## config.mk

```make
export PLATFORM = sky130hd
export DESIGN_NAME = embedded_expression_scanner_top_flat
export DESIGN_NICKNAME = d
export VERILOG_FILES = /design/src/sv/ees_pkg.sv /design/src/sv/ees_in_if.sv /design/src/sv/ees_out_if.sv /design/src/sv/embedded_expression_scanner_top.sv /design/src/sv/ees_front.sv /design/src/sv/ees_queue.sv /design/src/sv/ees_back.sv /design/src/flat_wrapper.sv
export SDC_FILE = /design/constraint.sdc
export NUM_CORES = 1
export LEC_CHECK = 0
export BUFFER_PORTS_ARGS = -buffer_cell sky130_fd_sc_hd__buf_2
export CORE_MARGIN = 2
export CORE_UTILIZATION = 55
export DETAILED_ROUTE_END_ITERATION = 6
export PLACE_DENSITY = 0.77
export SYNTH_ARGS = -nofsm -noshare
export SYNTH_HDL_FRONTEND = slang
export SYNTH_SLANG_ARGS = --single-unit
```

## constraint.sdc

```tcl
create_clock -name clk -period 4.2 [get_ports clk]
set_input_delay 0 -clock clk [delete_from_list [all_inputs] [get_ports clk]]
set_output_delay 0 -clock clk [all_outputs]
set_load 0.01 [all_outputs]
```

## src/sv/ees_pkg.sv

```systemverilog
// Package for the embedded expression scanner: character codes, lexical
// state and result-kind encodings, and the descriptor passed front to back.
// No dependencies.
package ees_pkg;

	// character codes
	localparam logic [7:0] CH_HASH   = 8'h23;
	localparam logic [7:0] CH_LPAREN = 8'h28;
	localparam logic [7:0] CH_RPAREN = 8'h29;
	localparam logic [7:0] CH_SLASH  = 8'h2F;
	localparam logic [7:0] CH_STAR   = 8'h2A;
	localparam logic [7:0] CH_SEMI   = 8'h3B;
	localparam logic [7:0] CH_QUOTE  = 8'h22;
	localparam logic [7:0] CH_APOS   = 8'h27;
	localparam logic [7:0] CH_BSLASH = 8'h5C;
	localparam logic [7:0] CH_NL     = 8'h0A;

	// deepest paren nesting inside a capture
	localparam logic [7:0] MAX_NESTING = 8'd255;

	// descriptor queue between front and back
	localparam int QUEUE_DEPTH = 4;
	localparam int QUEUE_AW    = $clog2(QUEUE_DEPTH);

	typedef enum logic [3:0] {
		LX_NORMAL = 4'b0001,
		LX_LINE   = 4'b0010,
		LX_BLOCK  = 4'b0100,
		LX_STRING = 4'b1000
	} lex_t;

	typedef enum logic [1:0] {
		KIND_TEXT  = 2'd0,
		KIND_EXPR  = 2'd1,
		KIND_ERROR = 2'd2
	} kind_t;

	// one input's results: hash_cnt flushed '#' bytes, then an optional tail
	typedef struct packed {
		logic [1:0] hash_cnt;
		logic       has_tail;
		logic [7:0] tail_byte;
		kind_t      tail_kind;
		logic       tail_done;
	} desc_t;

endpackage

```

## src/sv/ees_in_if.sv

```systemverilog
// Input channel of the scanner: valid/ready handshake with one source byte
// or an end-of-stream mark. No dependencies.
interface ees_in_if;
	logic       valid;
	logic       ready;
	logic [7:0] in_byte;
	logic       end_of_input;

	modport source(output valid, output in_byte, output end_of_input, input ready);
	modport sink(input valid, input in_byte, input end_of_input, output ready);
endinterface

```

## src/sv/ees_out_if.sv

```systemverilog
// Result channel of the scanner: valid/ready handshake with one emitted
// byte and its flags. No dependencies.
interface ees_out_if;
	logic       valid;
	logic       ready;
	logic [7:0] out_byte;
	logic [1:0] kind;
	logic       expr_done;
	logic       last;

	modport source(output valid, output out_byte, output kind, output expr_done,
		output last, input ready);
	modport sink(input valid, input out_byte, input kind, input expr_done,
		input last, output ready);
endinterface

```

## src/sv/embedded_expression_scanner_top.sv

```systemverilog
// Top level of the embedded expression scanner: front end, descriptor
// queue and back end. Depends on ees_pkg, ees_in_if, ees_out_if, ees_front,
// ees_queue and ees_back.
//
//  channel  | role        | payload                              | per transaction
//  ---------+-------------+--------------------------------------+----------------
//  stream   | input sink  | in_byte[7:0], end_of_input           | one byte or end
//  result   | output src  | out_byte[7:0], kind[1:0], expr_done, | one result
//           |             | last                                 |
//
// A byte is taken every cycle while the four-entry descriptor queue has room;
// the lexers and marker matcher settle each byte in the cycle it is accepted.
// The back end drains one result per cycle while result.ready allows; each
// input causes 0 to 3 results, and the rare multi-result flushes are soaked
// up by the queue; descriptors are registered there, results in the output stage.
// Reset clears the lexer state, queue pointers and output valid; no clearing
// pass. A stall on result backs up through the queue to stream.ready alone.
module embedded_expression_scanner_top import ees_pkg::*; (
	input  logic      clk,
	input  logic      arst_n,
	ees_in_if.sink    stream,
	ees_out_if.source result
);

	// front to queue
	logic  push;
	desc_t push_desc;
	logic  queue_full;

	// queue to back
	logic  pop;
	logic  queue_empty;
	desc_t head;

	// front: lexing, marker match, nesting; at most one descriptor per transaction
	ees_front u_front (
		.clk        (clk),
		.arst_n     (arst_n),
		.stream     (stream),
		.queue_full (queue_full),
		.push       (push),
		.push_desc  (push_desc)
	);

	// decouples the one-byte-per-cycle front from the result-per-cycle back; either can stall
	ees_queue u_queue (
		.clk       (clk),
		.arst_n    (arst_n),
		.push      (push),
		.push_desc (push_desc),
		.full      (queue_full),
		.pop       (pop),
		.empty     (queue_empty),
		.head      (head)
	);

	// back: flushed '#' bytes first, then the tail byte, last on the final one
	ees_back u_back (
		.clk    (clk),
		.arst_n (arst_n),
		.empty  (queue_empty),
		.head   (head),
		.pop    (pop),
		.result (result)
	);

endmodule

```

## src/sv/ees_front.sv

```systemverilog
// Front end of the scanner: accepts bytes, runs the text and capture lexers
// and the marker matcher, and pushes at most one result descriptor per transaction.
// Depends on ees_pkg and ees_in_if.
module ees_front import ees_pkg::*; (
	input  logic      clk,
	input  logic      arst_n,
	ees_in_if.sink    stream,
	input  logic      queue_full,
	output logic      push,
	output desc_t     push_desc
);

	logic       capturing_q, capturing_d;
	lex_t       text_lex_q, text_lex_d;
	logic [7:0] text_prev_q, text_prev_d;
	logic [7:0] text_prev2_q, text_prev2_d;
	logic [1:0] marker_q, marker_d;
	lex_t       cap_lex_q, cap_lex_d;
	logic [7:0] cap_prev_q, cap_prev_d;
	logic [7:0] cap_prev2_q, cap_prev2_d;
	logic [7:0] nest_q, nest_d;

	logic       accept;
	desc_t      desc;

	assign stream.ready = !queue_full;
	assign accept       = stream.valid && !queue_full;
	assign push         = accept && (desc.hash_cnt != 2'd0 || desc.has_tail);
	assign push_desc    = desc;

	always_comb begin
		logic [7:0] c;
		lex_t       st;
		logic [7:0] pv;
		logic       match;
		logic [7:0] nd;

		c = stream.in_byte;
		st = text_lex_q;
		pv = text_prev_q;
		match = 1'b0;
		nd = nest_q;

		capturing_d  = capturing_q;
		text_lex_d   = text_lex_q;
		text_prev_d  = text_prev_q;
		text_prev2_d = text_prev2_q;
		marker_d     = marker_q;
		cap_lex_d    = cap_lex_q;
		cap_prev_d   = cap_prev_q;
		cap_prev2_d  = cap_prev2_q;
		nest_d       = nest_q;

		desc           = '0;
		desc.tail_kind = KIND_TEXT;

		if (stream.end_of_input) begin
			if (capturing_q) begin
				desc.has_tail  = 1'b1;
				desc.tail_byte = 8'h00;
				desc.tail_kind = KIND_ERROR;
			end else begin
				desc.hash_cnt = marker_q;
			end
			capturing_d  = 1'b0;
			text_lex_d   = LX_NORMAL;
			text_prev_d  = 8'h00;
			text_prev2_d = 8'h00;
			marker_d     = 2'd0;
			cap_lex_d    = LX_NORMAL;
			cap_prev_d   = 8'h00;
			cap_prev2_d  = 8'h00;
			nest_d       = 8'd0;
		end else if (capturing_q) begin
			st = cap_lex_q;
			pv = cap_prev_q;
			if (st == LX_NORMAL && c == CH_LPAREN && nest_q == MAX_NESTING) begin
				// nesting overflow: abandon capture, lexer left as it is
				desc.has_tail  = 1'b1;
				desc.tail_byte = c;
				desc.tail_kind = KIND_ERROR;
				capturing_d    = 1'b0;
				nest_d         = 8'd0;
			end else begin
				if (st == LX_NORMAL && c == CH_LPAREN)
					nd = nest_q + 8'd1;
				else if (st == LX_NORMAL && c == CH_RPAREN && nest_q != 8'd0)
					nd = nest_q - 8'd1;

				priority if (st == LX_NORMAL && cap_prev2_q != CH_HASH && pv != CH_BSLASH
						&& c == CH_QUOTE) begin
					st = LX_STRING;
				end else if (st == LX_STRING && c == CH_QUOTE) begin
					if (cap_prev2_q == CH_BSLASH && pv == CH_BSLASH)
						pv = 8'h00;
					else if (pv != CH_BSLASH)
						st = LX_NORMAL;
				end else if (st == LX_NORMAL && c == CH_SEMI) begin
					st = LX_LINE;
				end else if (st == LX_LINE && c == CH_NL) begin
					st = LX_NORMAL;
				end else begin
					st = st;
				end

				cap_prev2_d    = pv;
				cap_prev_d     = c;
				cap_lex_d      = st;
				nest_d         = nd;
				desc.has_tail  = 1'b1;
				desc.tail_byte = c;
				desc.tail_kind = KIND_EXPR;
				desc.tail_done = (nd == 8'd0);
				capturing_d    = (nd != 8'd0);
			end
		end else begin
			priority if (st == LX_NORMAL && pv != CH_APOS && c == CH_QUOTE) begin
				st = LX_STRING;
			end else if (st == LX_STRING && c == CH_QUOTE) begin
				if (text_prev2_q == CH_BSLASH && pv == CH_BSLASH)
					pv = 8'h00;
				else if (pv != CH_BSLASH)
					st = LX_NORMAL;
			end else if (st == LX_NORMAL && pv == CH_SLASH && c == CH_SLASH) begin
				st = LX_LINE;
			end else if (st == LX_LINE && c == CH_NL) begin
				st = LX_NORMAL;
			end else if (st == LX_NORMAL && pv == CH_SLASH && c == CH_STAR) begin
				st = LX_BLOCK;
			end else if (st == LX_BLOCK && pv == CH_STAR && c == CH_SLASH) begin
				st = LX_NORMAL;
			end else begin
				st = st;
			end

			text_prev2_d = pv;
			text_prev_d  = c;
			text_lex_d   = st;

			match = (st == LX_NORMAL) &&
				((marker_q != 2'd2 && c == CH_HASH) || (marker_q == 2'd2 && c == CH_LPAREN));

			if (match) begin
				if (marker_q == 2'd2) begin
					// marker complete: open the capture with '('
					marker_d       = 2'd0;
					capturing_d    = 1'b1;
					nest_d         = 8'd1;
					cap_lex_d      = LX_NORMAL;
					cap_prev_d     = CH_LPAREN;
					cap_prev2_d    = 8'h00;
					desc.has_tail  = 1'b1;
					desc.tail_byte = CH_LPAREN;
					desc.tail_kind = KIND_EXPR;
				end else begin
					marker_d = marker_q + 2'd1;
				end
			end else if (marker_q == 2'd2 && st == LX_NORMAL && c == CH_HASH) begin
				// third '#': release the oldest, keep two held
				desc.hash_cnt = 2'd1;
			end else begin
				desc.hash_cnt = marker_q;
				if (st == LX_NORMAL && c == CH_HASH) begin
					marker_d = 2'd1;
				end else begin
					marker_d       = 2'd0;
					desc.has_tail  = 1'b1;
					desc.tail_byte = c;
					desc.tail_kind = KIND_TEXT;
				end
			end
		end
	end

	always_ff @(posedge clk or negedge arst_n) begin
		if (!arst_n) begin
			capturing_q  <= 1'b0;
			text_lex_q   <= LX_NORMAL;
			text_prev_q  <= 8'h00;
			text_prev2_q <= 8'h00;
			marker_q     <= 2'd0;
			cap_lex_q    <= LX_NORMAL;
			cap_prev_q   <= 8'h00;
			cap_prev2_q  <= 8'h00;
			nest_q       <= 8'd0;
		end else if (accept) begin
			capturing_q  <= capturing_d;
			text_lex_q   <= text_lex_d;
			text_prev_q  <= text_prev_d;
			text_prev2_q <= text_prev2_d;
			marker_q     <= marker_d;
			cap_lex_q    <= cap_lex_d;
			cap_prev_q   <= cap_prev_d;
			cap_prev2_q  <= cap_prev2_d;
			nest_q       <= nest_d;
		end
	end

endmodule

```

## src/sv/ees_queue.sv

```systemverilog
// Short descriptor queue between the front and back ends.
// Depends on ees_pkg.
module ees_queue import ees_pkg::*; (
	input  logic  clk,
	input  logic  arst_n,
	input  logic  push,
	input  desc_t push_desc,
	output logic  full,
	input  logic  pop,
	output logic  empty,
	output desc_t head
);

	desc_t                entry_q [QUEUE_DEPTH];
	logic [QUEUE_AW-1:0]  wr_ptr_q, rd_ptr_q;
	logic [QUEUE_AW:0]    count_q;

	assign full  = (count_q == (QUEUE_AW+1)'(QUEUE_DEPTH));
	assign empty = (count_q == '0);
	assign head  = entry_q[rd_ptr_q];

	always_ff @(posedge clk) begin
		if (push)
			entry_q[wr_ptr_q] <= push_desc;
	end

	always_ff @(posedge clk or negedge arst_n) begin
		if (!arst_n) begin
			wr_ptr_q <= '0;
			rd_ptr_q <= '0;
			count_q  <= '0;
		end else begin
			if (push)
				wr_ptr_q <= wr_ptr_q + 1'b1;
			if (pop)
				rd_ptr_q <= rd_ptr_q + 1'b1;
			unique case ({push, pop})
				2'b10:   count_q <= count_q + 1'b1;
				2'b01:   count_q <= count_q - 1'b1;
				default: count_q <= count_q;
			endcase
		end
	end

endmodule

```

## src/sv/ees_back.sv

```systemverilog
// Back end of the scanner: expands each descriptor into its result
// transactions, one per cycle unless result stalls, into a registered
// output stage. Depends on ees_pkg and ees_out_if.
module ees_back import ees_pkg::*; (
	input  logic      clk,
	input  logic      arst_n,
	input  logic      empty,
	input  desc_t     head,
	output logic      pop,
	ees_out_if.source result
);

	logic [1:0] idx_q;
	logic [1:0] total;
	logic       load;
	logic       is_last;
	logic       valid_q;
	logic [7:0] byte_q;
	kind_t      kind_q;
	logic       done_q;
	logic       last_q;

	assign total   = head.hash_cnt + {1'b0, head.has_tail};
	assign is_last = (idx_q + 2'd1 == total);
	assign load    = !empty && (!valid_q || result.ready);
	assign pop     = load && is_last;

	assign result.valid     = valid_q;
	assign result.out_byte  = byte_q;
	assign result.kind      = kind_q;
	assign result.expr_done = done_q;
	assign result.last      = last_q;

	always_ff @(posedge clk or negedge arst_n) begin
		if (!arst_n) begin
			valid_q <= 1'b0;
			idx_q   <= 2'd0;
		end else begin
			if (load)
				valid_q <= 1'b1;
			else if (result.ready)
				valid_q <= 1'b0;
			if (load)
				idx_q <= is_last ? 2'd0 : idx_q + 2'd1;
		end
	end

	always_ff @(posedge clk) begin
		if (load) begin
			last_q <= is_last;
			if (idx_q < head.hash_cnt) begin
				byte_q <= CH_HASH;
				kind_q <= KIND_TEXT;
				done_q <= 1'b0;
			end else begin
				byte_q <= head.tail_byte;
				kind_q <= head.tail_kind;
				done_q <= head.tail_done;
			end
		end
	end

endmodule

```

## src/flat_wrapper.sv

```systemverilog
// flat-port wrapper written by rule: the top's interface ports become plain ports
module embedded_expression_scanner_top_flat import ees_pkg::*;
  (clk, arst_n, stream_valid, stream_in_byte, stream_end_of_input, stream_ready, result_valid, result_out_byte, result_kind, result_expr_done, result_last, result_ready);
  ees_in_if stream_i ();
  ees_out_if result_i ();
  input  logic clk;
  input  logic arst_n;
  input wire logic [$bits(stream_i.valid)-1:0] stream_valid;
  input wire logic [$bits(stream_i.in_byte)-1:0] stream_in_byte;
  input wire logic [$bits(stream_i.end_of_input)-1:0] stream_end_of_input;
  output wire logic [$bits(stream_i.ready)-1:0] stream_ready;
  output wire logic [$bits(result_i.valid)-1:0] result_valid;
  output wire logic [$bits(result_i.out_byte)-1:0] result_out_byte;
  output wire logic [$bits(result_i.kind)-1:0] result_kind;
  output wire logic [$bits(result_i.expr_done)-1:0] result_expr_done;
  output wire logic [$bits(result_i.last)-1:0] result_last;
  input wire logic [$bits(result_i.ready)-1:0] result_ready;
  assign stream_i.valid = stream_valid;
  assign stream_i.in_byte = stream_in_byte;
  assign stream_i.end_of_input = stream_end_of_input;
  assign stream_ready = stream_i.ready;
  assign result_valid = result_i.valid;
  assign result_out_byte = result_i.out_byte;
  assign result_kind = result_i.kind;
  assign result_expr_done = result_i.expr_done;
  assign result_last = result_i.last;
  assign result_i.ready = result_ready;
  embedded_expression_scanner_top u_core (.clk(clk), .arst_n(arst_n), .stream(stream_i), .result(result_i));
endmodule
```

==> impl_metrics.toml, run 1 <==
[pwr]
combPwrFrac = 0.241
ir_drop_mv = 0.372
p_int_mw = 2.77
pwr_density_cell_nw_per_um2 = 572
p_sw_mw = 1.19
p_sw_frac = 0.300
p_leak_nw = 2.67
clock_power_share = 0.349
power_frac_seq = 0.410

[global_routing]
grt_use_total = 0.234
overflow = 0
grt_max_degree = 53
grt_pass1_vias = 4012
antenna_found_initial = 0
grt_pass1_wl_mm = 20.5

[worst_setup_path]
worstSetupPathType = "reg -> reg"
path_max_fanout = 7
cp_top_family = "simple AND/OR/NAND/NOR gates"
worstSetupEndpointType = "register"
startpoint_type = "register"
crit_buf_inv = 2
max_stage_delay_ps = 450
cp_slowest_cell = "fa_1"
worstPathArrival_ps = 3980
cp.required_ps = 4650
crit_chain = "nand4bb_4, or3_1, a32oi_2, nand3_1, o41ai_1, a31oi_2, inv_1, ha_1, inv_1, fa_1, xor2_1, nor2_1, xor2_1"

[placement]
placed_area_um2 = 6250
io_buffer_count = 26
place_congestion = 0.980
dp_hpwl_mm = 8.73

[detailed_routing]
vias = 4129
post_drt_wl_per_cell_um = 19.3
drc = 0
dr.pass1.iters = 5
antenna_left = 0
finalWirelength_mm = 12.9
post_drt_via_cell_ratio = 6.19
drt_iter0_drc = 349

[final_layout]
final.fill_count = 824
final_common_cell = "edfxtp_1"
n_antenna_cell = 0
drive_gt1_frac = 0.197
fin_area_um2 = 6930
num-nets-final = 538
mostFrequentLayoutCells = "edfxtp_1, dfrtp_1, nor2_1"
syn_to_final_growth_pct = 14.9

[floorplan]
chipHeight_um = 109
die_w_um = 109
fp-row-count = 38
dieArea_um2 = 11800
io-pin-count = 27
core_um2 = 10700
initial_core_util = 0.561

[synth]
ys_ff_latch = 120
ys_seq_area_frac = 0.555
synth_top_cell_by_area = "edfxtp_1"
synth_area_leaders = "edfxtp_1, dfrtp_1, mux4_2, a22o_1, ha_1"
yosys.area_share.simple = 0.194
synth_flop_cell = "edfxtp_1"
synth.cell_area_um2 = 6030
synth_cell_type_count = 76
synth_compound_area_frac = 0.108
synth-xor-area-share = 0.0160
synth_mux_area_frac = 0.0714
synth_top_family_by_area = "simple AND/OR/NAND/NOR gates"
synthesis.nets = 499
syn_area_per_cell_um2 = 12.7
yosys.area.top_type_share = 0.339
synth_edf_count = 68
synth_fa_ha_area_frac = 0.0241
ys_warn_count = 0
async_flop_share = 0.433
syn_inst = 475

[clock_tree]
clk_pin_slew_ps = 60
cts_buffer_depth = 2
post_cts_buffers = 0
cts-root-buf = "clkbuf_8"
insertion_delay_ps = 530
cts_buffers = 17
htreeDepth = 4
cts_tree = "built"
clock-sinks = 120

[job]
drv_cap = 0

[status]
outcome = "finished, final reports clean"

[timing]
hold_viol = 0
slew_headroom = 0.311
rsz0062_at_grt = "no"
finClkSkew_ps = 8.26
setup_tns_ps = 0
period_minus_slack_ps = 3530
drv_slew = 0
setup_viol = 0
fin_crit_sh = 0.841
worst_slew_pin_slew_ps = 1030
max_freq_mhz = 283

[min_path]
holdCritPathClass = "in -> async"
[synth_stat cells (all sizes together), types with 3 or more instances]
library cell	n
nor3	10
nand2	26
nor4bb	3
and2	13
a31oi	5
nor2	27
and3	3
nor2b	16
and4	5
or2	6
xor2	7
inv	22
a21oi	7
clkbuf	14
o31ai	3
or3	3
nand3b	3
nand2b	7
buf	6
ha	10
o22ai	4
nor3b	5
nor4b	7
a32oi	3
edfxtp	68
nand4	13
mux2i	7
o21ai	18
dfrtp	50
mux4	14
or3b	3
a22o	21
nand3	14
a21o	5
nor4	10
mux2	4
xnor2	4
[flip-flops by register name (all words and copies together) (netlist names)]
signal and cells:
u_core.u_front.capturing_q 1, u_core.u_queue.count_q 3, u_core.u_back.idx_q 2, u_core.u_front.cap_prev_q 8, u_core.u_back.result.last 1, u_core.u_queue.entry_q 56
u_core.u_front.cap_lex_q 3, u_core.u_front.nest_q 8, u_core.u_front.marker_q 2, u_core.u_queue.wr_ptr_q 2, u_core.u_front.cap_prev2_q 8, u_core.u_back.result.out_byte 8
u_core.u_back.result.kind 2, u_core.u_back.result.valid 1, u_core.u_back.result.expr_done 1, u_core.u_front.text_prev_q 8, u_core.u_queue.rd_ptr_q 2, u_core.u_front.text_lex_q 4
[through the flow]
step           utilization  hold slack, ps  instances  worst slack [ps]  power (mW)
2_1_floorplan            -            -296        475               334        2.32
3_3_place_gp         0.582             168        624               851        2.54
3_5_place_dp         0.582             171        624               719        2.60
4_1_cts              0.645            81.9        667               673        4.00
5_1_grt              0.645             153        667               413        4.17
6_report             0.645             123        667               666        3.96
[power by group through the flow]
stage / sequential [mW] / combinational (mW) / clock [mW]
global placement: 1.63 / 0.910 / 0
detailed placement: 1.65 / 0.956 / 0
finish: 1.62 / 0.956 / 1.38
global route: 1.65 / 1.07 / 1.45
CTS: 1.62 / 0.973 / 1.40
floorplan: 1.63 / 0.692 / 0
[metal layers]
metal	GRT usage	up-vias	wire length, um
met5	0	-	0
met4	0.0824	0	240
met3	0.0568	31	641
met2	0.398	160	6530
met1	0.294	2037	5450
li1	-	1901	-
[worst paths after layout]
kind / from / to / slack [ps] / cells past startpoint
min in group clk: stream_valid / u_core.u_front.nest_q[1]$_DFFE_PN0P_ / 140 / 4
hold reg to reg: u_core.u_back.result.valid$_DFFE_PN0P_ / u_core.u_back.result.valid$_DFFE_PN0P_ / 490 / 2
setup / recovery: u_core.u_front.text_prev_q[6]$_DFFE_PN0P_ / u_core.u_queue.count_q[2]$_DFFE_PN0P_ / 670 / 13
hold / removal: arst_n / u_core.u_back.idx_q[1]$_DFFE_PN0P_ / 120 / 3
setup reg to reg: u_core.u_front.text_prev_q[6]$_DFFE_PN0P_ / u_core.u_queue.count_q[2]$_DFFE_PN0P_ / 670 / 13
max in group asynchronous: arst_n / u_core.u_front.text_prev_q[5]$_DFFE_PN0P_ / 3610 / 3
[repair_timing]
item,4_1_cts,5_1_grt
endpoints found under the hold margin,74,0
hold buffers,11,0
resized for setup,0,0
[worst register-to-register path, cell delays in order (launching register included)]
cell and delay [ps]:
dfrtp_1 400, nand4bb_4 260, or3_1 410, a32oi_2 280, nand3_1 170, o41ai_1 430
a31oi_2 230, inv_1 110, ha_1 200, inv_1 70, fa_1 450, xor2_1 160
nor2_1 120, xor2_1 150
[cell families (layout without fill, tap and decap cells)]
| group | Yosys count | after routing |
|---|---|---|
| AND/OR/NAND/NOR | 181 | 181 |
| flip-flops | 120 | 120 |
| AO/OA/AOI/OAI | 85 | 85 |
| buffers and inverters | 42 | 94 |
| multiplexers | 25 | 25 |
| adder cells (fa/ha/maj) | 11 | 11 |
| XOR/XNOR | 11 | 11 |
[cell type report]
cell class | instances | area [um^2] | area share
Sequential cell | 120 | 3350 | 0.483
Inverter | 22 | 82.6 | 0.0119
Clock inverter | 15 | 154 | 0.0222
Multi-Input combinational cell | 313 | 2490 | 0.360
Clock buffer | 17 | 414 | 0.0598
Tap cell | 140 | 175 | 0.0253
Timing Repair Buffer | 40 | 263 | 0.0379
Power figures use the tool's default switching activity.
==> run 2, diff against run 1 <==
clock period = 3.6 ns   (was 4.2 ns; I/O delays follow)
==> impl_metrics.toml, run 2 (same netlist as run 1, synthesis figures left out) <==
[detailed_routing]
vias = 4209
post_drt_wl_per_cell_um = 19.5
antenna_left = 0
post_drt_via_cell_ratio = 6.14
drt_iter0_drc = 464
finalWirelength_mm = 13.4
drc = 0
dr.pass1.iters = 5

[worst_setup_path]
cp_num_cells = 13
max_stage_delay_ps = 620
worstSetupEndpointType = "register"
crit_chain = "nor4b_4, and4_4, nand2_1, a311o_2, nand4_1, a31oi_4, inv_1, ha_1, inv_1, fa_1, xor2_1, nor2_1, xor2_1"
startpoint_type = "register"
r2r_cells = 13
cp_slowest_cell = "dfstp_2"
path_max_fanout = 8
crit_buf_inv = 2
worstPathArrival_ps = 3890
worstSetupPathType = "reg -> reg"
cp_top_family = "simple AND/OR/NAND/NOR gates"
cp.required_ps = 4040

[min_path]
holdCritPathClass = "in -> async"

[pwr]
total_power_mw = 4.80
ir_drop_mv = 0.420
p_sw_mw = 1.44
p_int_mw = 3.36
combPwrFrac = 0.246
p_sw_frac = 0.299
clock_power_share = 0.362
p_leak_nw = 2.79
power_frac_seq = 0.393
pwr_density_cell_nw_per_um2 = 667

[floorplan]
chipHeight_um = 109
die_w_um = 109
io-pin-count = 27
core_um2 = 10700
initial_core_util = 0.561
dieArea_um2 = 11800
fp-row-count = 38

[global_routing]
grt_pass1_wl_mm = 21.7
grt_use_total = 0.244
grt_pass1_vias = 4187
grt_max_degree = 53
overflow = 0
antenna_found_initial = 0

[timing]
setup_viol = 0
worst_slew_pin_slew_ps = 1070
slew_headroom = 0.284
finClkSkew_ps = 5.89
max_freq_mhz = 290
drv_slew = 0
period_minus_slack_ps = 3450
hold_viol = 0
fin_ws_ps = 149
fin_crit_sh = 0.959

[clock_tree]
clock-sinks = 120
cts_tree = "built"
htreeDepth = 4
insertion_delay_ps = 530
clk_pin_slew_ps = 60
cts-root-buf = "clkbuf_8"
cts_buffer_depth = 2
cts_buffers = 17

[final_layout]
n_antenna_cell = 0
largest_reg_flops = 56
mostFrequentLayoutCells = "edfxtp_1, dfrtp_1, nor2_1"
top_register = "u_core.u_queue.entry_q"
syn_to_final_growth_pct = 19.3
final_util = 0.670
final_common_cell = "edfxtp_1"
stdcell_count = 685
final.fill_count = 797
num-nets-final = 556
drive_gt1_frac = 0.244

[placement]
dp_hpwl_mm = 8.71
io_buffer_count = 26
place_inst = 634
place_congestion = 1.01
dp_worst_setup_slack_ps = -15.2

[job]
drv_cap = 0

[status]
outcome = "finished, final reports clean"
[run 2: cell count changes in the layout (fill, tap and decap cells not counted), moves of 3 or more]
cell and delta:
inv_6 +3, dfrtp_1 -3, dfrtp_2 +3, buf_4 +17
clkinv_4 -4
[run 2: worst paths after layout]
kind | start | to | slack [ps]
setup / recovery | u_core.u_front.text_lex_q[0]$_DFFE_PN1P_ | u_core.u_queue.count_q[2]$_DFFE_PN0P_ | 150
hold / removal | arst_n | u_core.u_back.result.valid$_DFFE_PN0P_ | 120
setup reg to reg | u_core.u_front.text_lex_q[0]$_DFFE_PN1P_ | u_core.u_queue.count_q[2]$_DFFE_PN0P_ | 150
hold reg to reg | u_core.u_back.result.valid$_DFFE_PN0P_ | u_core.u_back.result.valid$_DFFE_PN0P_ | 490
max in group asynchronous | arst_n | u_core.u_front.text_lex_q[3]$_DFFE_PN0P_ | 2970
min in group clk | result_ready | u_core.u_back.result.valid$_DFFE_PN0P_ | 260
[run 2: routing by layer]
metal,GRT usage,vias up,part of all wire
li1,-,1935,-
met1,0.319,2085,0.43
met2,0.396,153,0.50
met3,0.0616,36,0.048
met4,0.0916,0,0.027
met5,0,-,0
[run 2: what timing repair did]
action / CTS / global route
hold buffers: 12 / 0
resized for setup: 1 / 17
pin swaps: 0 / 7
hold endpoints to repair: 74 / 0
setup buffers: 0 / 7
setup endpoints to repair: 1 / 2
[run 2: power by group through the flow]
stage                     Clock [mW]  Sequential, mW  Combinational [mW]
after global routing            1.81            1.92                1.31
final                           1.74            1.88                1.18
after global placement             0            1.90                1.10
after CTS                       1.76            1.88                1.16
after floorplan                    0            1.90               0.811
after detailed placement           0            1.91                1.14
[run 2: worst register-to-register path, stage by stage, from the launching register on]
cell and delay, ps:
dfstp_2 620, nor4b_4 300, and4_4 310, nand2_1 130, a311o_2 440, nand4_1 190
a31oi_4 130, inv_1 90, ha_1 170, inv_1 70, fa_1 450, xor2_1 160
nor2_1 120, xor2_1 180
[run 2: area by class of cell]
cell class / count / area, um^2 / area share
timing repair buffer: 58 / 400 / 0.0557
inverter: 22 / 82.6 / 0.0115
clock inverter: 14 / 188 / 0.0261
multi-input combinational: 313 / 2580 / 0.359
clock buffer: 18 / 418 / 0.0581
tap: 140 / 175 / 0.0243
sequential: 120 / 3350 / 0.466
[run 2: stage by stage]
stage	hold slack (ps)	instance area [um^2]	setup TNS (ps)
2_1_floorplan	-296	6030	0
3_3_place_gp	173	6320	0
3_5_place_dp	166	6320	-15.2
4_1_cts	148	7060	0
5_1_grt	200	7190	-48.5
6_report	118	7190	0
